<file path="src/btba_pkg.sv">
package btba_pkg;

    // Image limits and field widths
    localparam int MAX_WIDTH  = 1024;
    localparam int MAX_HEIGHT = 1024;
    localparam int DIM_W      = 11;                     // width of dimension registers and row count
    localparam int COL_W      = $clog2(MAX_WIDTH);      // column index into the line memory
    localparam int GAIN_W     = 9;
    localparam int PIX_W      = 32;
    localparam int CHAN_W     = 8;
    localparam int COLOR_W    = 3 * CHAN_W;
    localparam int CFG_IDX_W  = 2;
    localparam int CFG_DATA_W = 11;

    localparam logic [DIM_W-1:0]  MIN_DIM       = DIM_W'(3);
    localparam logic [DIM_W-1:0]  MAX_WIDTH_D   = DIM_W'(MAX_WIDTH);
    localparam logic [DIM_W-1:0]  MAX_HEIGHT_D  = DIM_W'(MAX_HEIGHT);
    localparam logic [DIM_W-1:0]  RESET_WIDTH   = DIM_W'(640);
    localparam logic [DIM_W-1:0]  RESET_HEIGHT  = DIM_W'(480);
    localparam logic [GAIN_W-1:0] RESET_GAIN    = GAIN_W'(128);

    // Threshold: 256*(R+G+B) + 100*gain >= 38400
    localparam int THRESH_W = 19;
    localparam logic [THRESH_W-1:0] THRESH_LIMIT = THRESH_W'(38400);
    localparam logic [6:0]          GAIN_WEIGHT  = 7'd100;

    // Queue between front and back
    localparam int FIFO_DEPTH = 4;
    localparam int FIFO_PTR_W = $clog2(FIFO_DEPTH);
    localparam int FIFO_LVL_W = $clog2(FIFO_DEPTH + 1);

    typedef enum logic [CFG_IDX_W-1:0] {
        CFG_WIDTH  = 2'd0,
        CFG_HEIGHT = 2'd1,
        CFG_GAIN   = 2'd2
    } cfg_idx_t;

    typedef struct packed {
        logic             cmd;
        logic [PIX_W-1:0] pixel_in;
    } in_t;

    typedef struct packed {
        logic [PIX_W-1:0] pixel_out;
        logic             last_of_frame;
    } out_t;

    typedef struct packed {
        logic [DIM_W-1:0]  width;
        logic [DIM_W-1:0]  height;
        logic [GAIN_W-1:0] gain;
    } cfg_t;

    // One classified pixel with its four neighbours
    typedef struct packed {
        logic [PIX_W-1:0]   center;
        logic [COLOR_W-1:0] up;
        logic [COLOR_W-1:0] left;
        logic [COLOR_W-1:0] down;
        logic [COLOR_W-1:0] right;
        logic               interior;
        logic               last;
    } fe_item_t;

endpackage

</file>
<file path="src/btba_back.sv">
module btba_back (
    input  logic                    clk,
    input  logic                    rst_n,
    input  btba_pkg::cfg_t          cfg,
    input  logic                    item_valid,
    input  btba_pkg::fe_item_t      item,
    output logic                    item_pop,
    output btba_pkg::out_t          result,
    output logic                    empty,
    input  logic                    pop
);
    import btba_pkg::*;

    localparam int PROD_W = CHAN_W + GAIN_W;

    logic                   b1_valid_reg;
    logic [PIX_W-1:0]       b1_center_reg;
    logic [COLOR_W-1:0]     b1_blur_reg;
    logic                   b1_last_reg;

    logic                   b2_valid_reg;
    logic [PIX_W-1:0]       b2_center_reg;
    logic [PROD_W-1:0]      b2_prod_reg [3];
    logic                   b2_last_reg;

    logic                   b3_valid_reg;
    out_t                   b3_reg;

    logic                   b1_ready;
    logic                   b2_ready;
    logic                   b3_ready;
    logic                   hot;
    logic [COLOR_W-1:0]     blur;
    logic [THRESH_W-1:0]    weight;
    out_t                   mixed;

    function automatic logic [CHAN_W-1:0] chan(input logic [COLOR_W-1:0] px, input int k);
        return px[k*CHAN_W +: CHAN_W];
    endfunction

    always_comb
    begin
        b3_ready = !b3_valid_reg || pop;
        b2_ready = !b2_valid_reg || b3_ready;
        b1_ready = !b1_valid_reg || b2_ready;
        item_pop = item_valid && b1_ready;
    end

    // Threshold and four-neighbour mean
    always_comb
    begin
        weight = THRESH_W'({2'b00, chan(item.center[COLOR_W-1:0], 0)}
                         + {2'b00, chan(item.center[COLOR_W-1:0], 1)}
                         + {2'b00, chan(item.center[COLOR_W-1:0], 2)}) << CHAN_W;
        weight = weight + THRESH_W'(cfg.gain * GAIN_WEIGHT);
        hot    = item.interior && (weight >= THRESH_LIMIT);
        for (int k = 0; k < 3; k++)
        begin
            logic [CHAN_W+1:0] s;
            s = {2'b00, chan(item.up, k)} + {2'b00, chan(item.down, k)}
              + {2'b00, chan(item.left, k)} + {2'b00, chan(item.right, k)};
            blur[k*CHAN_W +: CHAN_W] = hot ? s[CHAN_W+1:2] : '0;
        end
    end

    // Additive mix with saturation
    always_comb
    begin
        mixed.pixel_out     = '0;
        mixed.pixel_out[PIX_W-1:COLOR_W] = b2_center_reg[PIX_W-1:COLOR_W];
        mixed.last_of_frame = b2_last_reg;
        for (int k = 0; k < 3; k++)
        begin
            logic [CHAN_W+1:0] v;
            v = {2'b00, b2_center_reg[k*CHAN_W +: CHAN_W]}
              + {1'b0, b2_prod_reg[k][PROD_W-1:CHAN_W]};
            mixed.pixel_out[k*CHAN_W +: CHAN_W] = (v > (CHAN_W+2)'(255)) ? '1 : v[CHAN_W-1:0];
        end
    end

    always_ff @(posedge clk or negedge rst_n)
    begin
        if (!rst_n)
        begin
            b1_valid_reg <= 1'b0;
            b2_valid_reg <= 1'b0;
            b3_valid_reg <= 1'b0;
        end
        else
        begin
            if (b1_ready)
            begin
                b1_valid_reg <= item_valid;
            end
            if (b2_ready)
            begin
                b2_valid_reg <= b1_valid_reg;
            end
            if (b3_ready)
            begin
                b3_valid_reg <= b2_valid_reg;
            end
        end
    end

    always_ff @(posedge clk)
    begin
        if (item_pop)
        begin
            b1_center_reg <= item.center;
            b1_blur_reg   <= blur;
            b1_last_reg   <= item.last;
        end
        if (b2_ready && b1_valid_reg)
        begin
            b2_center_reg <= b1_center_reg;
            b2_last_reg   <= b1_last_reg;
            for (int k = 0; k < 3; k++)
            begin
                b2_prod_reg[k] <= b1_blur_reg[k*CHAN_W +: CHAN_W] * cfg.gain;
            end
        end
        if (b3_ready && b2_valid_reg)
        begin
            b3_reg <= mixed;
        end
    end

    assign result = b3_reg;
    assign empty  = !b3_valid_reg;

endmodule
</file>
<file path="config.mk">
export PLATFORM = sky130hd
export DESIGN_NAME = btba_back
export DESIGN_NICKNAME = d
export VERILOG_FILES = /design/src/btba_pkg.sv /design/src/btba_back.sv
export SDC_FILE = /design/constraint.sdc
export NUM_CORES = 1
export LEC_CHECK = 0
export BUFFER_PORTS_ARGS = -buffer_cell sky130_fd_sc_hd__buf_2
export CORE_UTILIZATION = 55
export DETAILED_ROUTE_END_ITERATION = 6
export GPL_ROUTABILITY_DRIVEN = 0
export PLACE_DENSITY = 0.85
export SKIP_LAST_GASP = 1
export SLEW_MARGIN = 20
export SYNTH_ARGS = -nofsm -noshare
export SYNTH_HDL_FRONTEND = slang
export SYNTH_SLANG_ARGS = --single-unit
export TNS_END_PERCENT = 10
</file>
<file path="constraint.sdc">
create_clock -name clk -period 7.2 [get_ports clk]
set_input_delay 1.08 -clock clk [delete_from_list [all_inputs] [get_ports clk]]
set_output_delay 1.08 -clock clk [all_outputs]
set_load 0.005 [all_outputs]
</file>
# Word level (Yosys, flattened, before mapping)
# Memory sizes are Yosys's and may differ from the RTL's.
# Index checks and enable logic that the tools add are counted.
# classes
n_reduce_logical,10
muxes,2
multipliers,4
eq_ne,0
shift,0
n_addsub,15
n_lt_le_gt_ge,4
n_div,0
bitwise_logic,0
# ops
operator,n
$mul A8 B9 Y17,3
$add A9 B8 Y10,4
$add A8 B8 Y9,4
$add A10 B8 Y10,3
$add A8 B9 Y10,3
$gt A10 B8 Y1 const B,3
$add A18 B16 Y19,1
$ge A19 B16 Y1 const B,1
$mul A9 B5 Y14 const B,1
$logic_and A1 B1 Y1,4
$logic_not A1 Y1,3
$logic_or A1 B1 Y1,3
$mux W1,2
# totals
romBits,0
inputBits,165
latch_bits,0
regBits,126
out_inout_bits,35
mem_count,1
elab_cells,49
ramBits,51
# mem_list
name,words,width,rd,rd_clocked_by_memory_dff,write_ports,line,rtl
b2_prod_reg,3,17,3,0,3,btba_back.sv:23,logic [PROD_W-1:0] b2_prod_reg [3];

# Logic depth before layout (Yosys ltp)
# depth
word_depth,6
ltp_mapped,22
ltp_nobuf,19

# Least setup slack after synthesis
# OpenSTA, ideal clock, no wires.
# synth_path
kind,in2out
start,input pop
end,output item_pop
n_path_buf,0
setup_slack_ns,0.587
t_arrival_ns,5.533
required_ns,6.120
cell_stages,3
path_cell_list,nand2b_1 -> nor2_1 -> a21boi_0
# synth_between
elab_chain_cells,4
# synth_rtl
item,line,rtl
start: declaration,btba_back.sv:10,input logic pop
$logic_or A1 B1 Y1,btba_back.sv:43,b3_ready = !b3_valid_reg || pop;
$logic_or A1 B1 Y1,btba_back.sv:44,b2_ready = !b2_valid_reg || b3_ready;
$logic_or A1 B1 Y1,btba_back.sv:45,b1_ready = !b1_valid_reg || b2_ready;
$logic_and A1 B1 Y1,btba_back.sv:46,item_pop = item_valid && b1_ready;
end: declaration,btba_back.sv:7,"output logic item_pop,"
# No other way between the ends.

# Final worst setup path
# layout_path
start,input cfg[1] (netlist name)
end,register b1_blur_reg[18] (data pin)
# layout_between
elab_chain_cells,4
# layout_rtl
item,line,rtl
start: declaration,btba_back.sv:4,"input btba_pkg::cfg_t cfg,"
$mul A9 B5 Y14,btba_back.sv:55,weight = weight + THRESH_W'(cfg.gain * GAIN_WEIGHT);
$add A18 B16 Y19,btba_back.sv:55,
$ge A19 B16 Y1,btba_back.sv:56,hot = item.interior && (weight >= THRESH_LIMIT);
$logic_and A1 B1 Y1,btba_back.sv:56,
end signal: assignment,btba_back.sv:111,b1_blur_reg <= blur;
end: declaration,btba_back.sv:18,logic [COLOR_W-1:0] b1_blur_reg;
# No other way between the ends.
# A chain may end at the register's enable or synchronous reset.

==> reports/results.txt <==
drt first-iter violations -> 585
Post-synth EDFFs -> 150
CTS resizes -> 0
Worst Skew -> 14.1 ps
die width -> 169 um
max cap viols -> 0
count leader, synth -> inv_1
GRT overflow -> 0
Port-buffer cells -> 177
share of cells above drive strength 1 -> 14.7%
post-CTS setup buffers -> 0
via count -> 10500
max reg flops -> 33
H-tree depth -> 4
Final Setup Violations -> 0
number of synthesized register bits -> 153
Slew Limit Fails -> 0
fin crit share -> 82.6%
path depth of the worst reg2reg path -> 16
register area share after synthesis -> 29.8%
die extent in y -> 169 um
RSZ-0062 raised after global routing -> no
fmax -> 0.168 GHz
Mapped Cells -> 1381
WL/cell -> 15.8 um
Core Box Area -> 0.0272 mm2
main area contributors after synthesis -> edfxtp_1, fa_1, ha_1, inv_1, and2_1
hold_sp -> b2_center_reg[30]
Pleak -> 7.98 nW
Setup WS post-layout -> 1250 ps
peak supply drop -> 0.293 mV
CP required -> 7440 ps
R2R Path End -> b2_prod_reg[0][50]
dpl ws -> 903 ps
CTS Sinks -> 153
Layout area overhead -> 12.4%
Util after Layout -> 63.5%
CP Buf/Inv Count -> 2
initial antenna violation count -> 0
Ant. Diodes -> 0
critical path peak fanout -> 26
row count -> 60
Worst-path clk slew -> 70 ps
Starting Density -> 56.5%
DR DRC count -> 0
M1 wire length -> 13.1 mm
Hold Vio Cnt, Final -> 0
CP max-delay cell -> o41ai_1
routed vias/inst -> 5.41
CP peak stage delay -> 570 ps
DR pass1 iterations -> 6
cell family with most CP delay -> compound AO/OA/AOI/OAI gates
CP Class -> in2reg
Max Used Layer -> met4
Synth cell types -> 59
crit path capture type -> flop
syn nets -> 1928
WL met2 -> 15.1 mm
Clk Latency, worst-skew pair -> 430 ps
number of global-route vias before repair -> 11200
Post-DP HPWL -> 23.8 mm
cell area after synthesis -> 0.0153 mm2
Power Dens Cells -> 492 mW/mm2
min cycle time layout -> 5950 ps
status -> finished clean
clk buf depth -> 2
Hold EP -> result[31]
hold slack -> 414 ps
Routed Antenna Nets -> 0
worst-margin pin slew -> 1050 ps
total wire length -> 30.7 mm
CP arrival -> 6190 ps
total track usage -> 23.0%
root buffer cell -> clkbuf_16
Slew HR -> 30.1%
Worst Hold Class -> reg2reg
IO Pins -> 200
Setup TNS -> 0 ps
fin nets -> 2100
Startpoint Class -> input pin
first-pass GRT wire length -> 52.1 mm
R2R setup slack -> 2010 ps
hold path depth -> 0
CTS Buf Count -> 17
CP Depth -> 20
largest net degree at the start of global routing -> 61
most numerous cell on the critical path -> ha_1
async set or reset register ratio after synthesis -> 1.96%
met3 wire len -> 1.97 mm
post-synthesis area per instance -> 11.1 um2
share of the synthesized area in the top cell type -> 29.3%
crit-path cells -> buf_2, ha_1, ha_1, ha_1, ha_1, a21o_1, a21oi_1, nor2b_1, o21a_1, o41ai_1, xnor2_1, ha_1, or2_1, a21oi_1, nor2b_1, nor3b_1, a211oi_1, o31ai_4, buf_4, a221oi_1
synth cell count leaders -> inv_1, ha_1, fa_1
Crit Reg-Reg Startpoint -> b1_blur_reg[19]
area leader, netlist -> edfxtp_1
CTS tree -> built
die area -> 0.0286 mm2
cts hold-fix bufs -> 0
Primary FF master, synth -> edfxtp_1
Yosys warning count -> 0
## report_power, final
part | internal, mW | leakage [nW] | total (mW) | switching [mW]
Combinational | 2.55 | 6.23 | 5.88 | 3.32
Sequential | 1.49 | 1.47 | 1.68 | 0.190
Clock | 0.548 | 0.289 | 0.945 | 0.396
Total | 4.59 | 7.98 | 8.50 | 3.91
## placed cells by master (no fill, tap or decap), drive strengths merged, types with 3 or more instances in the layout
master and n:
a21boi 4, ha 194, edfxtp 150, nor2b 12
buf 184, and2 108, clkinv 5, nor3 14
a211oi 9, a221oi 3, a21o 17, inv 202
nand4b 4, fa 188, dfrtp 3, o21ba 3
nand3 3, a211o 4, a21oi 66, o21ai 39
o21a 8, o31ai 4, a31o 3, nand2 134
nand2b 20, xnor2 53, and4b 5, clkbuf 18
or3 5, a311oi 3, bufinv 3, nor2 35
nand3b 4, o21bai 11, xor2 23
## final cells by class
type,count,area (um2)
Clock buffer,18,429
Clock inverter,13,168
Fill cell,2096,9920
Inverter,198,743
Multi-Input combinational cell,999,9930
Sequential cell,153,4580
Tap cell,372,465
Timing Repair Buffer,184,938
## worst max-delay path by stage
stage,startpoint,endpoint,slack (ps)
finish,cfg[1],b1_blur_reg[18],1250
global route,cfg[1],b1_blur_reg[10],860
CTS,cfg[1],b1_blur_reg[18],1290
detailed placement,cfg[1],b1_blur_reg[2],900
global placement,cfg[1],b1_blur_reg[2],1050
floorplan,pop,item_pop,590
## cell families (layout without fill, tap and decap cells)
family | Yosys count | after routing | synth area share (%)
buffers and inverters | 229 | 413 | 5.62
AOI/OAI and AO/OA | 188 | 188 | 8.04
xor gates and xnor gates | 76 | 76 | 4.34
adders and majority gates | 382 | 382 | 40.3
DFF | 153 | 153 | 29.8
and+or+nand+nor | 353 | 353 | 11.8
## metal layers
metal,vias up,global-route usage [%]
met5,-,0
met3,51,3.67
met1,5096,29.2
met2,405,40.7
li1,4933,-
met4,0,6.50
## through the flow
stage | area [um2] | std cells | power (mW)
after CTS | 17300 | 1937 | 8.51
final | 17300 | 1937 | 8.50
after detailed placement | 16700 | 1906 | 7.49
after floorplan | 15300 | 1381 | 5.99
after global placement | 16700 | 1906 | 7.18
after global routing | 17300 | 1937 | 9.38
Power figures use the tool's default switching activity.
