$ cat src/btba_pkg.sv
package btba_pkg;

    // Image limits and field widths
    localparam int MAX_WIDTH  = 1024;
    localparam int MAX_HEIGHT = 1024;
    localparam int DIM_W      = 11;                     // width of dimension registers and row count
    localparam int COL_W      = $clog2(MAX_WIDTH);      // column index into the line memory
    localparam int GAIN_W     = 9;
    localparam int PIX_W      = 32;
    localparam int CHAN_W     = 8;
    localparam int COLOR_W    = 3 * CHAN_W;
    localparam int CFG_IDX_W  = 2;
    localparam int CFG_DATA_W = 11;

    localparam logic [DIM_W-1:0]  MIN_DIM       = DIM_W'(3);
    localparam logic [DIM_W-1:0]  MAX_WIDTH_D   = DIM_W'(MAX_WIDTH);
    localparam logic [DIM_W-1:0]  MAX_HEIGHT_D  = DIM_W'(MAX_HEIGHT);
    localparam logic [DIM_W-1:0]  RESET_WIDTH   = DIM_W'(640);
    localparam logic [DIM_W-1:0]  RESET_HEIGHT  = DIM_W'(480);
    localparam logic [GAIN_W-1:0] RESET_GAIN    = GAIN_W'(128);

    // Threshold: 256*(R+G+B) + 100*gain >= 38400
    localparam int THRESH_W = 19;
    localparam logic [THRESH_W-1:0] THRESH_LIMIT = THRESH_W'(38400);
    localparam logic [6:0]          GAIN_WEIGHT  = 7'd100;

    // Queue between front and back
    localparam int FIFO_DEPTH = 4;
    localparam int FIFO_PTR_W = $clog2(FIFO_DEPTH);
    localparam int FIFO_LVL_W = $clog2(FIFO_DEPTH + 1);

    typedef enum logic [CFG_IDX_W-1:0] {
        CFG_WIDTH  = 2'd0,
        CFG_HEIGHT = 2'd1,
        CFG_GAIN   = 2'd2
    } cfg_idx_t;

    typedef struct packed {
        logic             cmd;
        logic [PIX_W-1:0] pixel_in;
    } in_t;

    typedef struct packed {
        logic [PIX_W-1:0] pixel_out;
        logic             last_of_frame;
    } out_t;

    typedef struct packed {
        logic [DIM_W-1:0]  width;
        logic [DIM_W-1:0]  height;
        logic [GAIN_W-1:0] gain;
    } cfg_t;

    // One classified pixel with its four neighbours
    typedef struct packed {
        logic [PIX_W-1:0]   center;
        logic [COLOR_W-1:0] up;
        logic [COLOR_W-1:0] left;
        logic [COLOR_W-1:0] down;
        logic [COLOR_W-1:0] right;
        logic               interior;
        logic               last;
    } fe_item_t;

endpackage

$ cat src/btba_fifo.sv
module btba_fifo (
    input  logic                                clk,
    input  logic                                rst_n,
    input  logic                                push,
    input  btba_pkg::fe_item_t                  push_item,
    input  logic                                pop,
    output btba_pkg::fe_item_t                  pop_item,
    output logic                                nonempty,
    output logic [btba_pkg::FIFO_LVL_W-1:0]     level
);
    import btba_pkg::*;

    fe_item_t               entry_reg [FIFO_DEPTH];
    logic [FIFO_PTR_W-1:0]  wr_ptr_reg;
    logic [FIFO_PTR_W-1:0]  wr_ptr_next;
    logic [FIFO_PTR_W-1:0]  rd_ptr_reg;
    logic [FIFO_PTR_W-1:0]  rd_ptr_next;
    logic [FIFO_LVL_W-1:0]  count_reg;
    logic [FIFO_LVL_W-1:0]  count_next;

    always_comb
    begin
        wr_ptr_next = wr_ptr_reg;
        rd_ptr_next = rd_ptr_reg;
        count_next  = count_reg;
        if (push)
        begin
            wr_ptr_next = (wr_ptr_reg == FIFO_PTR_W'(FIFO_DEPTH - 1)) ? '0 : wr_ptr_reg + 1'b1;
        end
        if (pop)
        begin
            rd_ptr_next = (rd_ptr_reg == FIFO_PTR_W'(FIFO_DEPTH - 1)) ? '0 : rd_ptr_reg + 1'b1;
        end
        if (push && !pop)
        begin
            count_next = count_reg + 1'b1;
        end
        else if (pop && !push)
        begin
            count_next = count_reg - 1'b1;
        end
    end

    always_ff @(posedge clk or negedge rst_n)
    begin
        if (!rst_n)
        begin
            wr_ptr_reg <= '0;
            rd_ptr_reg <= '0;
            count_reg  <= '0;
        end
        else
        begin
            wr_ptr_reg <= wr_ptr_next;
            rd_ptr_reg <= rd_ptr_next;
            count_reg  <= count_next;
        end
    end

    always_ff @(posedge clk)
    begin
        if (push)
        begin
            entry_reg[wr_ptr_reg] <= push_item;
        end
    end

    assign pop_item = entry_reg[rd_ptr_reg];
    assign nonempty = (count_reg != '0);
    assign level    = count_reg;

    a_no_overflow: assert property (@(posedge clk) disable iff (!rst_n)
        push |-> (count_reg != FIFO_LVL_W'(FIFO_DEPTH)) || pop)
        else $error("fifo push while full");

    a_no_underflow: assert property (@(posedge clk) disable iff (!rst_n)
        pop |-> count_reg != '0)
        else $error("fifo pop while empty");

endmodule

$ cat config.mk
export PLATFORM = sky130hd
export DESIGN_NAME = btba_fifo
export DESIGN_NICKNAME = d
export VERILOG_FILES = /design/src/btba_pkg.sv /design/src/btba_fifo.sv
export SDC_FILE = /design/constraint.sdc
export NUM_CORES = 1
export LEC_CHECK = 0
export BUFFER_PORTS_ARGS = -buffer_cell sky130_fd_sc_hd__buf_2
export CAP_MARGIN = 20
export CORE_UTILIZATION = 54
export CTS_CLUSTER_SIZE = 8
export DETAILED_ROUTE_END_ITERATION = 10
export GPL_TIMING_DRIVEN = 0
export HOLD_SLACK_MARGIN = 0.15
export PLACE_DENSITY = 0.76
export SYNTH_ARGS = -nofsm -noshare
export SYNTH_HDL_FRONTEND = slang
export SYNTH_SLANG_ARGS = --single-unit
$ cat constraint.sdc
create_clock -name clk -period 5 [get_ports clk]
set_clock_uncertainty 0.05 [all_clocks]
set_input_delay 0.5 -clock clk [delete_from_list [all_inputs] [get_ports clk]]
set_output_delay 0.5 -clock clk [all_outputs]
set_load 0.05 [all_outputs]
After elaboration in Yosys (flattened, before gate mapping):

Memories as Yosys holds them, arrays and structs flattened.
Index checks and enable logic that the tools add are counted.

* bits in registers: 7
* memory bits (writable): 520
* bits of input ports: 134
* output and inout bits: 134
* memories kept: 1

* add/sub/neg operators: 4
* eq/ne operators: 2
* muxes and demuxes: 6
* reductions and logical operators: 6

Memories
* entry_reg: words 4, width 130, read ports 1, clocked after Yosys merged registers in 0, wr ports 1, line btba_fifo.sv:13 `fe_item_t entry_reg [FIFO_DEPTH];`

Operators by type and width (count)
* two-way mux 3 bit: 2
* adder 2 x 1 -> 2 bit, second input constant: 2
* == test 2 bit, second input constant: 2
* two-way mux 2 bit: 2
* adder 3 x 1 -> 3 bit, second input constant: 1
* nonzero test 3 bit: 1
* subtractor 3 x 1 -> 3 bit, second input constant: 1
* logical AND 1 bit: 2
* zero test 1 bit: 2
* two-way mux 1 bit: 2
* nonzero test 2 bit: 1

Depth between registers and ports, before layout:

Gate-level depths: netlist of run 1.

* word-level depth: 4
* depth in mapped cells: 7
* mapped depth without buffers: 7

Worst setup path before layout of run 1:

No wires, ideal clock.

* path type: flip-flop to flip-flop
* start point: register wr_ptr_reg[0]
* end point: memory entry_reg[2][0] (netlist name), enable pin
* setup time: 0.504 ns
* arrival time: 3.606 ns
* path slack: 0.840 ns
* cell stages (with the launch flop): 4
* buffers on the path: 0
* period minus slack after synthesis: 4.160 ns
* cell sequence: dfrtp_1 inv_1 ha_1 and2_1

RTL lines
* start, declared: line btba_fifo.sv:14 `logic [FIFO_PTR_W-1:0] wr_ptr_reg;`
* start signal, assigned: line btba_fifo.sv:54 `wr_ptr_reg <= wr_ptr_next;`
* end, declared: line btba_fifo.sv:13

No word-level cell before the write port.

==> results of run 1 <==
[power by group through the flow]
stage,sequential (mW),combinational (mW),clock [mW]
after detailed placement,5.91,6.03,0
after floorplan,5.99,4.58,0
after global placement,6.05,5.90,0
after global routing,5.89,6.36,4.66
final,5.84,6.07,4.41
after CTS,5.84,6.13,4.46
[area by class of cell]
class	count	area (um2)
sequential	527	15800
fill	2017	10100
multi-input combinational	155	3150
timing repair buffer	406	2850
clock buffer	88	1950
tap	455	569
buffer	30	210
clock inverter	6	60.1
inverter	4	15.0
[worst max-delay path, cell delays in order, from the launching register on]
cell and delay, ns:
dfrtp_1 0.34, clkbuf_1 0.29, buf_2 0.36, buf_2 0.39, mux4_2 0.38, buf_2 0.23
[kinds of logic (layout without fill, tap and decap cells)]
logic type                 after synthesis  count (layout)  share of synthesized area (%)
muxes                                  133             133                           15.5
buffers and inverters                   34             534                           1.18
xor gates and xnor gates                 3               3                          0.137
and+or+nand+nor                         10              10                          0.261
DFF                                    527             527                           82.4
AOI/OAI and AO/OA                        2               2                         0.0522
adders and majority gates                7               7                          0.496
[routing by layer]
metal	up-vias	global-route usage, %
li1	4059	-
met1	4839	29.3
met2	383	36.5
met3	62	6.44
met4	0	8.03
met5	-	0
[worst paths after layout]
path	endpoint	startpoint	slack, ns	cells past startpoint
worst max-delay path	pop_item[38]	rd_ptr_reg[1]	1.88	5
worst min-delay path	rd_ptr_reg[1]	pop	0.22	2
min in group asynchronous	rd_ptr_reg[1]	rst_n	0.25	2
worst max register to register	entry_reg[2][67]	wr_ptr_reg[0]	2.81	4
max in group asynchronous	level[0]	rst_n	4.48	2
worst min register to register	level[2]	level[2]	0.47	1
[stage by stage]
stage / util, % / total power [mW] / std cells / TNS [ns]
2_1_floorplan: - / 10.6 / 716 / 0
3_3_place_gp: 60.7 / 11.9 / 1438 / -781.04
3_5_place_dp: 61.3 / 11.9 / 1446 / 0
4_1_cts: 70.9 / 16.4 / 1671 / 0
5_1_grt: 70.9 / 16.9 / 1671 / 0
6_report: 70.9 / 16.3 / 1671 / 0
[layout by cell type, fill, tap and decap left out]
| master | n |
|---|---|
| buf_16 | 6 |
| buf_12 | 2 |
| edfxtp_1 | 520 |
| mux4_2 | 130 |
| xnor2_1 | 1 |
| clkbuf_1 | 16 |
| or3_1 | 1 |
| mux2_2 | 3 |
| inv_6 | 5 |
| ha_1 | 6 |
| dlygate4sd3_1 | 131 |
| nand2_1 | 2 |
| dfrtp_1 | 7 |
| clkinv_8 | 1 |
| nor2_1 | 3 |
| buf_6 | 10 |
| buf_4 | 1 |
| xor2_1 | 2 |
| buf_2 | 282 |
| and2_4 | 4 |
| o21ai_0 | 2 |
| fa_1 | 1 |
| clkbuf_16 | 76 |
| inv_1 | 4 |
==> qor_table.md, run 1 <==
| Group | Result | Value |
| --- | --- | --- |
| logic synthesis | Cells after synthesis | 716 |
| sta | Worst-case headroom to the max-slew limit | 40.9% |
| detailed routing | First-pass iteration count of the detailed router | 5 |
| detailed routing | Number of nets with antenna violations after routing | 0 |
| logic synthesis | EDFF count, synth | 520 |
| sta | Least setup slack across all paths after layout | 1.88 ns |
| sta | Ratio of final minimum period to clock period | 62.4% |
| logic synthesis | Seq cells post-synth | 527 |
| grt | Vias in the first global route | 10.3k |
| place | Placed Area | 21300 um2 |
| run status | Result of the run | completed |
| die | Site Rows | 68 |
| sta | Pin slew with the least headroom to its limit | 0.886 ns |
| layout | Largest register FFs | 520 |
| logic synthesis | Number of distinct library cells after synthesis | 18 |
| setup path | Endpoint kind of the worst setup timing path | primary output |
| power and ir drop | Sequential cell fraction of total power | 35.8% |
| logic synthesis | Synthesized cell area | 19200 um2 |
| logic synthesis | Average cell area after synthesis | 26.8 um2 |
| detailed routing | Per-cell routed wire length | 23.6 um |
| clocking | Number of cells upsized or downsized after cts | 0 |
| setup path | Startpoint type of the worst setup path | flop |
| sta | Final period demand of the worst path | 3.12 ns |
| detailed routing | Highest routing layer actually used | met4 |
| logic synthesis | Most used standard cells in the synthesized netlist | edfxtp_1, mux4_2, buf_2 |
| power and ir drop | Ratio of total power to cell area | 663 nW/um2 |
| logic synthesis | Proportion of synthesized chip area in sequential cells | 82.4% |
| power and ir drop | Share of total power in combinational logic | 37.2% |
| clocking | H-tree levels | 3 |
| clocking | Inserted Clock Buffers | 75 |
| layout | Count of nets after finishing | 1340 |
| clocking | Buffer cell driving the clock tree root | clkbuf_16 |
| die | Horizontal die dimension | 190 um |
| layout | Number of diodes | 0 |
| detailed routing | Total number of vias | 9343 |
| power and ir drop | Static Leakage | 8.59 nW |
| power and ir drop | Cell internal pwr | 10.2 mW |
| clocking | Largest buffer count on any clock path | 3 |
| setup path | Worst endpoint data arrival time | 2.57 ns |
| logic synthesis | Library cell with the largest summed area after synthesis | edfxtp_1 |
| grt | Pin count of the biggest net entering global routing | 59 |
| logic synthesis | Synthesized Nets | 857 |
| clocking | Later-pin clock latency in the skew report | 0.57 ns |
| power and ir drop | Share of total power in the clock network | 27.0% |
| setup path | Maximum net fanout on the critical path | 10 |
| place | Final HPWL DP | 22.3 mm |
| sta | Final Hold Vio Count | 0 |
| setup path | Required time of the critical path | 4.45 ns |
| die | Die Height | 190 um |
| die | Effective utilization at floorplan | 55.2% |
| layout | Synth-to-layout area growth | 28.4% |
| die | Core ar. | 34700 um2 |
| detailed routing | Met3 wire length | 3.19 mm |
| layout | Share of final-layout standard cells stronger than drive strength 1 | 42.8% |
| grt | Grt ovf | 0 |
| sta | Worst hold-check slack | 0.219 ns |
| place | Setup Slack @ Placement | 2.42 ns |
| power and ir drop | Reported net switching power | 6.08 mW |
| grt | Overall Global Routing Usage | 22.5% |
| detailed routing | DR vias/cell | 5.59 |
| sta | Count of final setup violators | 0 |
| clocking | Clk sinks | 527 |
| sta | Final Slew Violations | 0 |
| grt | First-pass GRT wire length | 59.5 mm |
| grt | Antenna violations before repair | 0 |
| die | Number of ports placed on the die boundary | 268 |
| logic synthesis | Proportion of netlist area held by the largest area contributor | 81.5% |
| clocking | Clk slew on worst S/H paths | 0.05 ns |
| power and ir drop | Worst-case vdd ir drop | 0.476 mV |
| flow run | Max-Cap Viols | 0 |
| logic synthesis | Flip-flop cell with the highest count after synthesis | edfxtp_1 |
| die | Die area | 36200 um2 |
| clocking | CTS tree | built |
| clocking | Post-CTS setup buffers | 0 |
| detailed routing | Wire length reported by the detailed router | 39.5 mm |
| min path | Type of the most critical hold path | in -> reg |
| logic synthesis | Asr flop ratio synth | 1.33% |
| sta | Setup repair after global routing missed its margin | false |
| logic synthesis | Most instantiated library cell after synthesis | edfxtp_1 |
| place | Global placement routability congestion | 0.710 |
| place | Number of buffer cells added on primary ports | 267 |
| sta | Top achievable clock speed | 320 MHz |
| detailed routing | DRC Markers | 0 |
| logic synthesis | Number of warnings reported in the yosys synthesis log | 0 |
| layout | Cell area after layout | 24600 um2 |
| setup path | Classification of the worst setup path | reg -> out |
| power and ir drop | Switching portion of total power | 37.3% |
| detailed routing | Wire length on met2 | 19.7 mm |
| detailed routing | Number of DRC markers in iteration 0 | 509 |
| clocking | Post-cts hold buffer count | 131 |
| detailed routing | Length of routed wiring on met1 | 15.8 mm |
| logic synthesis | Leading cell types by total area after synthesis | edfxtp_1, mux4_2, dfrtp_1 |
(Power assumes the default switching activity.)
==> inputs of run 2 (changes only) <==
--- a/config.mk
+++ b/config.mk
@@ -7,12 +7,12 @@
 export LEC_CHECK = 0
 export BUFFER_PORTS_ARGS = -buffer_cell sky130_fd_sc_hd__buf_2
 export CAP_MARGIN = 20
-export CORE_UTILIZATION = 54
+export CORE_UTILIZATION = 51
 export CTS_CLUSTER_SIZE = 8
 export DETAILED_ROUTE_END_ITERATION = 10
 export GPL_TIMING_DRIVEN = 0
 export HOLD_SLACK_MARGIN = 0.15
-export PLACE_DENSITY = 0.76
+export PLACE_DENSITY = 0.75
 export SYNTH_ARGS = -nofsm -noshare
 export SYNTH_HDL_FRONTEND = slang
 export SYNTH_SLANG_ARGS = --single-unit
==> constraint.sdc (replaced) <==
create_clock -name clk -period 2.74 [get_ports clk]
set_clock_uncertainty 0.05 [all_clocks]
set_input_delay 0.274 -clock clk [delete_from_list [all_inputs] [get_ports clk]]
set_output_delay 0.274 -clock clk [all_outputs]
set_load 0.05 [all_outputs]
==> qor_table.md, run 2 (synthesis gave the netlist of run 1 again) <==
| Group | Result | Value | Change |
| --- | --- | --- | --- |
| sta | Worst hold-check slack | 0.379 ns | +0.160 ns |
| setup path | Worst endpoint data arrival time | 2.35 ns | -0.22 ns |
| sta | Worst-case headroom to the max-slew limit | 52.3% | +11 points |
| clocking | Clk sinks | 527 | unchanged |
| detailed routing | Wire length reported by the detailed router | 40.2 mm | +2.0% |
| sta | Pin slew with the least headroom to its limit | 0.715 ns | -0.171 ns |
| layout | Cell area after layout | 24700 um2 | +0.37% |
| flow run | Max-Cap Viols | 0 | unchanged |
| layout | Area occupied by multi-input gates | 3150 um2 | unchanged |
| detailed routing | DR vias/cell | 5.56 | -0.59% |
| layout | Commonest non-fill, non-tap cells in the layout | edfxtp_1, buf_2, dlygate4sd3_1 |  |
| grt | Antenna violations before repair | 2 | +2 |
| grt | Grt ovf | 0 | unchanged |
| setup path | Most numerous cell on the critical path | buf_6 |  |
| place | Setup Slack @ Placement | 0.310 ns | -2.11 ns |
| setup path | Largest stage delay, worst path | 0.54 ns | +0.15 ns |
| min path | Hold Path Depth | 2 | unchanged |
| die | Effective utilization at floorplan | 52.1% | -3.1 points |
| min path | Worst Hold End | entry_reg[1][4] |  |
| layout | Synth-to-layout area growth | 28.9% |  |
| clocking | Inserted Clock Buffers | 75 | unchanged |
| clocking | Buffer cell driving the clock tree root | clkbuf_16 |  |
| clocking | Later-pin clock latency in the skew report | 0.59 ns | +0.02 ns |
| sta | Top achievable clock speed | 374 MHz |  |
| sta | Setup repair after global routing missed its margin | true |  |
| setup path | Startpoint type of the worst setup path | flop |  |
| die | Horizontal die dimension | 196 um | +2.9% |
| place | Final HPWL DP | 22.3 mm | -0.11% |
| grt | Overall Global Routing Usage | 21.5% | -0.99 points |
| place | Global placement routability congestion | 0.688 | -3.0% |
| sta | Count of final setup violators | 0 | unchanged |
| sta | Least setup slack across all paths after layout | 0.0673 ns | -1.81 ns |
| sta | Final period demand of the worst path | 2.67 ns |  |
| detailed routing | Total number of vias | 9371 | +0.30% |
| layout | Register Area | 15800 um2 | unchanged |
| min path | Worst hold start | push_item[4] |  |
| layout | Share of final-layout standard cells stronger than drive strength 1 | 42.8% | about the same |
| setup path | Cell-by-cell trace of the critical path | buf_6 > buf_6 > buf_6 > mux4_2 > buf_2 |  |
| clocking | Post-CTS setup buffers | 0 | unchanged |
| die | Core ar. | 36800 um2 | +6.0% |
| setup path | Worst Reg-to-Reg Cells | 5 | +1 |
| setup path | Endpoint kind of the worst setup timing path | primary output |  |
| place | Number of buffer cells added on primary ports | 267 | unchanged |
| die | Die area | 38300 um2 | +5.8% |
| die | Number of ports placed on the die boundary | 268 | unchanged |
| clocking | CTS tree | built |  |
| die | Die Height | 196 um | +2.9% |
| setup path | Required time of the critical path | 2.42 ns | -2.03 ns |
| detailed routing | First-pass iteration count of the detailed router | 5 | unchanged |
| detailed routing | Per-cell routed wire length | 23.9 um | +1.1% |
| layout | Count of nets after finishing | 1342 | +0.15% |
| grt | First-pass GRT wire length | 60.6 mm | +1.9% |
| detailed routing | Number of DRC markers in iteration 0 | 552 | +8.4% |
| clocking | Clk slew on worst S/H paths | 0.05 ns | about the same |
| setup path | Max stage delay cell, worst path | mux4_2 |  |
| clocking | H-tree levels | 3 | unchanged |
| layout | Filler Cell Count | 2257 | +12% |
| power and ir drop | Static Leakage | 8.62 nW | +0.34% |
| setup path | Register-to-Register Setup Slack | 0.41 ns | -2.40 ns |
| sta | Final Hold Vio Count | 0 | unchanged |
| detailed routing | Number of nets with antenna violations after routing | 0 | unchanged |
| clocking | Largest buffer count on any clock path | 3 | unchanged |
| die | Site Rows | 70 | +2.9% |
| layout | Most frequent standard cell in the layout excluding fill and tap cells | edfxtp_1 |  |
| setup path | Classification of the worst setup path | reg -> out |  |
| grt | Pin count of the biggest net entering global routing | 57 | -3.4% |
| run status | Result of the run | completed |  |
| setup path | Capturing point of the worst reg2reg path | entry_reg[2][24] |  |
| setup path | Maximum net fanout on the critical path | 10 | unchanged |
| power and ir drop | Worst-case vdd ir drop | 0.853 mV | +79% |
| layout | Largest register FFs | 520 | unchanged |
| min path | Type of the most critical hold path | in -> reg |  |
| power and ir drop | Ratio of total power to cell area | 1210 nW/um2 | +83% |
| place | Placed Area | 21300 um2 | +0.15% |
| sta | Ratio of final minimum period to clock period | 97.5% |  |
| setup path | Launch point of the worst reg-to-reg path | wr_ptr_reg[0] |  |
| sta | Final Slew Violations | 0 | unchanged |
| detailed routing | DRC Markers | 0 | unchanged |
| grt | Vias in the first global route | 10.3k | -0.46% |
-- run 2: how the worst max path moves through the flow --
stage,startpoint,endpoint,slack [ns],cells after the start
finish,rd_ptr_reg[0],pop_item[61],0.07,5
global route,rd_ptr_reg[0],pop_item[99],-0.006,5
CTS,rd_ptr_reg[1],pop_item[63],0.004,4
detailed placement,rd_ptr_reg[1],pop_item[101],0.31,5
global placement,wr_ptr_reg[0],entry_reg[0][59],-1.25,3
floorplan,wr_ptr_reg[0],entry_reg[2][0],0.03,3
-- run 2: worst max-delay path: cells and delay by family (launching register included) --
family / cells / cell delay [ns]
muxes: 1 / 0.54
buffers and inverters: 4 / 0.83
DFF: 1 / 0.36
-- run 2: timing repair --
item                                    CTS  global route
hold endpoints to repair                532             0
resized for setup                         3             2
hold buffers                            134             0
endpoints found under the setup margin  119            14
-- run 2: per-layer routing --
| layer | GRT usage (%) | wire, um | part of all wire [%] | vias up |
|---|---|---|---|---|
| met5 | 0 | 0 | 0 | - |
| li1 | - | - | - | 4061 |
| met1 | 27.8 | 15600 | 39 | 4882 |
| met2 | 35.1 | 20400 | 51 | 365 |
| met4 | 8.07 | 947 | 2.4 | 0 |
| met3 | 5.93 | 3300 | 8.2 | 63 |
-- run 2: power breakdown --
group          internal (mW)  switching [mW]  leakage [nW]
combinational           3.42            7.72          2.78
sequential              10.3           0.332          4.86
clock                   4.97            3.11         0.987
total                   18.7            11.2          8.62
-- run 2: final cells by class --
cell class | count | share of cell area, %
Clock buffer | 86 | 7.94
Buffer | 29 | 0.892
Clock inverter | 5 | 0.238
Sequential cell | 527 | 64.0
Tap cell | 468 | 2.37
Inverter | 4 | 0.0608
Antenna cell | 3 | 0.0304
Timing Repair Buffer | 409 | 11.7
Multi-Input combinational cell | 155 | 12.8
-- run 2: per-stage QoR --
stage | cells | setup TNS (ns) | utilization, % | total power [mW]
global placement | 1451 | -623.01 | 57.3 | 21.7
detailed placement | 1459 | 0 | 57.9 | 21.8
floorplan | 716 | 0 | - | 19.2
global route | 1685 | -0.0214 | 67.1 | 31.0
finish | 1686 | 0 | 67.1 | 29.9
CTS | 1683 | 0 | 67.1 | 30.1
==> inputs of run 3 (changes only) <==
--- a/config.mk
+++ b/config.mk
@@ -7,12 +7,12 @@
 export LEC_CHECK = 0
 export BUFFER_PORTS_ARGS = -buffer_cell sky130_fd_sc_hd__buf_2
 export CAP_MARGIN = 20
-export CORE_UTILIZATION = 51
+export CORE_UTILIZATION = 54
 export CTS_CLUSTER_SIZE = 8
 export DETAILED_ROUTE_END_ITERATION = 10
 export GPL_TIMING_DRIVEN = 0
 export HOLD_SLACK_MARGIN = 0.15
-export PLACE_DENSITY = 0.75
+export PLACE_DENSITY = 0.76
 export SYNTH_ARGS = -nofsm -noshare
 export SYNTH_HDL_FRONTEND = slang
 export SYNTH_SLANG_ARGS = --single-unit
==> constraint.sdc (replaced) <==
create_clock -name clk -period 3.5 [get_ports clk]
set_clock_uncertainty 0.05 [all_clocks]
set_input_delay 0.525 -clock clk [delete_from_list [all_inputs] [get_ports clk]]
set_output_delay 0.525 -clock clk [all_outputs]
set_load 0.05 [all_outputs]
==> qor_table.md, run 3 (synthesis gave the netlist of run 1 again) <==
| Group | Result | Value | Change |
| --- | --- | --- | --- |
| die | Die Height | 190 um | -2.8% |
| grt | First-pass GRT wire length | 60.3 mm | -0.55% |
| layout | Commonest non-fill, non-tap cells in the layout | edfxtp_1, buf_2, dlygate4sd3_1 |  |
| clocking | Largest buffer count on any clock path | 3 | unchanged |
| clocking | Inserted Clock Buffers | 75 | unchanged |
| setup path | Largest stage delay, worst path | 0.40 ns | -0.14 ns |
| setup path | Worst Reg-to-Reg Cells | 4 | -1 |
| setup path | Max stage delay cell, worst path | buf_2 |  |
| clocking | CTS tree | built |  |
| layout | Largest register FFs | 520 | unchanged |
| detailed routing | Total number of vias | 9399 | +0.30% |
| place | Global placement routability congestion | 0.689 | about the same |
| layout | Non-filler cells in the finished layout | 1667 | -1.1% |
| clocking | Buffer cell driving the clock tree root | clkbuf_16 |  |
| setup path | Classification of the worst setup path | reg -> out |  |
| power and ir drop | Sequential cell fraction of total power | 35.6% | about the same |
| clocking | Later-pin clock latency in the skew report | 0.57 ns | -0.02 ns |
| place | Number of placed instances, taps included | 1446 | -0.89% |
| setup path | Endpoint kind of the worst setup timing path | primary output |  |
| grt | Grt ovf | 0 | unchanged |
| setup path | Cell-by-cell trace of the critical path | clkbuf_1 > buf_2 > buf_2 > mux4_2 > buf_2 |  |
| sta | Worst hold-check slack | 0.238 ns | -0.140 ns |
| sta | Final Hold Vio Count | 0 | unchanged |
| grt | Pin count of the biggest net entering global routing | 58 | +1.8% |
| clocking | Number of cells upsized or downsized after cts | 0 | -3 |
| flow run | Max-Cap Viols | 0 | unchanged |
| die | Number of ports placed on the die boundary | 268 | unchanged |
| die | Site Rows | 68 | -2.9% |
| power and ir drop | Share of total power in the clock network | 27.3% | +0.3 points |
| layout | Fin util | 71.0% | +3.9 points |
| layout | Count of nets after finishing | 1340 | -0.15% |
| detailed routing | Number of DRC markers in iteration 0 | 650 | +18% |
| power and ir drop | Switching portion of total power | 37.0% | -0.31 points |
| min path | Type of the most critical hold path | in -> reg |  |
| place | Placed Area | 21300 um2 | about the same |
| power and ir drop | Reported net switching power | 8.70 mW | -22% |
| sta | Ratio of final minimum period to clock period | 92.4% |  |
| detailed routing | Number of nets with antenna violations after routing | 0 | unchanged |
| setup path | Most numerous cell on the critical path | buf_2 |  |
| setup path | Maximum net fanout on the critical path | 10 | unchanged |
| grt | Antenna violations before repair | 3 | +1 |
| grt | Overall Global Routing Usage | 22.7% | +1.2 points |
| layout | Cell area after layout | 24700 um2 | -0.10% |
| place | Number of buffer cells added on primary ports | 267 | unchanged |
| clocking | Post-CTS setup buffers | 0 | unchanged |
| die | Horizontal die dimension | 190 um | -2.8% |
| detailed routing | Per-cell routed wire length | 24.2 um | +1.6% |
| sta | Top achievable clock speed | 309 MHz |  |
| place | Final HPWL DP | 22.1 mm | -1.0% |
| run status | Result of the run | completed |  |
| min path | Hold Path Depth | 2 | unchanged |
| power and ir drop | Share of total power in combinational logic | 37.1% | about the same |
| sta | Worst-case headroom to the max-slew limit | 53.3% | +0.98 points |
| clocking | Clk slew on worst S/H paths | 0.05 ns | about the same |
| detailed routing | DR vias/cell | 5.64 | +1.4% |
| grt | Vias in the first global route | 10.4k | +1.5% |
| detailed routing | First-pass iteration count of the detailed router | 5 | unchanged |
| sta | Final Slew Violations | 0 | unchanged |
| power and ir drop | Worst-case vdd ir drop | 0.827 mV | -3.0% |
| setup path | Required time of the critical path | 2.92 ns | +0.50 ns |
| detailed routing | DRC Markers | 0 | unchanged |
| sta | Pin slew with the least headroom to its limit | 0.700 ns | -0.0147 ns |
| die | Effective utilization at floorplan | 55.2% | +3.1 points |
| layout | Share of final-layout standard cells stronger than drive strength 1 | 42.9% | +0.094 points |
| detailed routing | Wire length reported by the detailed router | 40.4 mm | +0.42% |
| clocking | Clk sinks | 527 | unchanged |
| setup path | Startpoint type of the worst setup path | flop |  |
| sta | Final period demand of the worst path | 3.23 ns |  |
| sta | Setup repair after global routing missed its margin | false |  |
| power and ir drop | Cell internal pwr | 14.8 mW | -21% |
| clocking | H-tree levels | 3 | unchanged |
| power and ir drop | Ratio of total power to cell area | 953 nW/um2 | -21% |
| die | Die area | 36200 um2 | -5.5% |
| die | Core ar. | 34700 um2 | -5.6% |
| sta | Count of final setup violators | 0 | unchanged |
| power and ir drop | Static Leakage | 8.63 nW | about the same |
| setup path | Worst endpoint data arrival time | 2.66 ns | +0.31 ns |
| layout | Most frequent standard cell in the layout excluding fill and tap cells | edfxtp_1 |  |
| layout | Synth-to-layout area growth | 28.7% |  |
## run 3: changes by cell type in the layout (fill, tap and decap cells not counted), sizes merged
cell         change
diode            -1
buf              +1
clkbuf           +2
dlygate4sd3      -3
inv              -3
clkinv           -2
## run 3: layer usage
| layer | GRT usage, % | wire length (um) |
|---|---|---|
| met3 | 7.23 | 3540 |
| met2 | 37.2 | 20300 |
| met5 | 0.275 | 16 |
| met4 | 7.11 | 694 |
| met1 | 29.2 | 15800 |
## run 3: worst paths after layout
| kind | startpoint | to | slack, ns |
|---|---|---|---|
| max | rd_ptr_reg[1] | pop_item[112] | 0.27 |
| min | pop | rd_ptr_reg[0] | 0.24 |
| max reg2reg | wr_ptr_reg[1] | entry_reg[1][77] | 1.43 |
| min reg2reg | level[2] | level[2] | 0.49 |
| max in group asynchronous | rst_n | level[1] | 2.94 |
| min in group asynchronous | rst_n | wr_ptr_reg[1] | 0.29 |
## run 3: area by class of cell
type,instances,area [um2]
clock buffer,88,2050
inverter,4,15.0
fill,1982,10000
timing repair buffer,406,2870
buffer,30,210
tap,455,569
multi-input combinational,155,3150
sequential,527,15800
antenna,2,5.00
## run 3: through the flow
stage / worst slack, ns / setup TNS, ns / total power [mW]
finish: 0.266 / 0 / 23.5
global route: 0.134 / 0 / 24.3
CTS: 0.224 / 0 / 23.6
detailed placement: 0.831 / 0 / 17.1
global placement: -0.567 / -272.49 / 16.9
floorplan: 0.787 / 0 / 15.0
## run 3: worst max-delay path: cells and delay by family, from the launching register on
kind,cells,cell delay [ns]
buffers and inverters,4,1.34
multiplexers,1,0.39
flip-flops,1,0.34
## run 3: power by group through the flow
stage | logic (mW) | registers [mW] | clock network (mW)
floorplan | 6.54 | 8.47 | 0
finish | 8.72 | 8.36 | 6.42
CTS | 8.79 | 8.35 | 6.49
global placement | 8.44 | 8.49 | 0
detailed placement | 8.63 | 8.44 | 0
global route | 9.12 | 8.42 | 6.78
## run 3: repair_timing
action / CTS / global route
hold buffers: 131 / 0
hold endpoints to repair: 527 / 0
endpoints found under the setup margin: 0 / 0
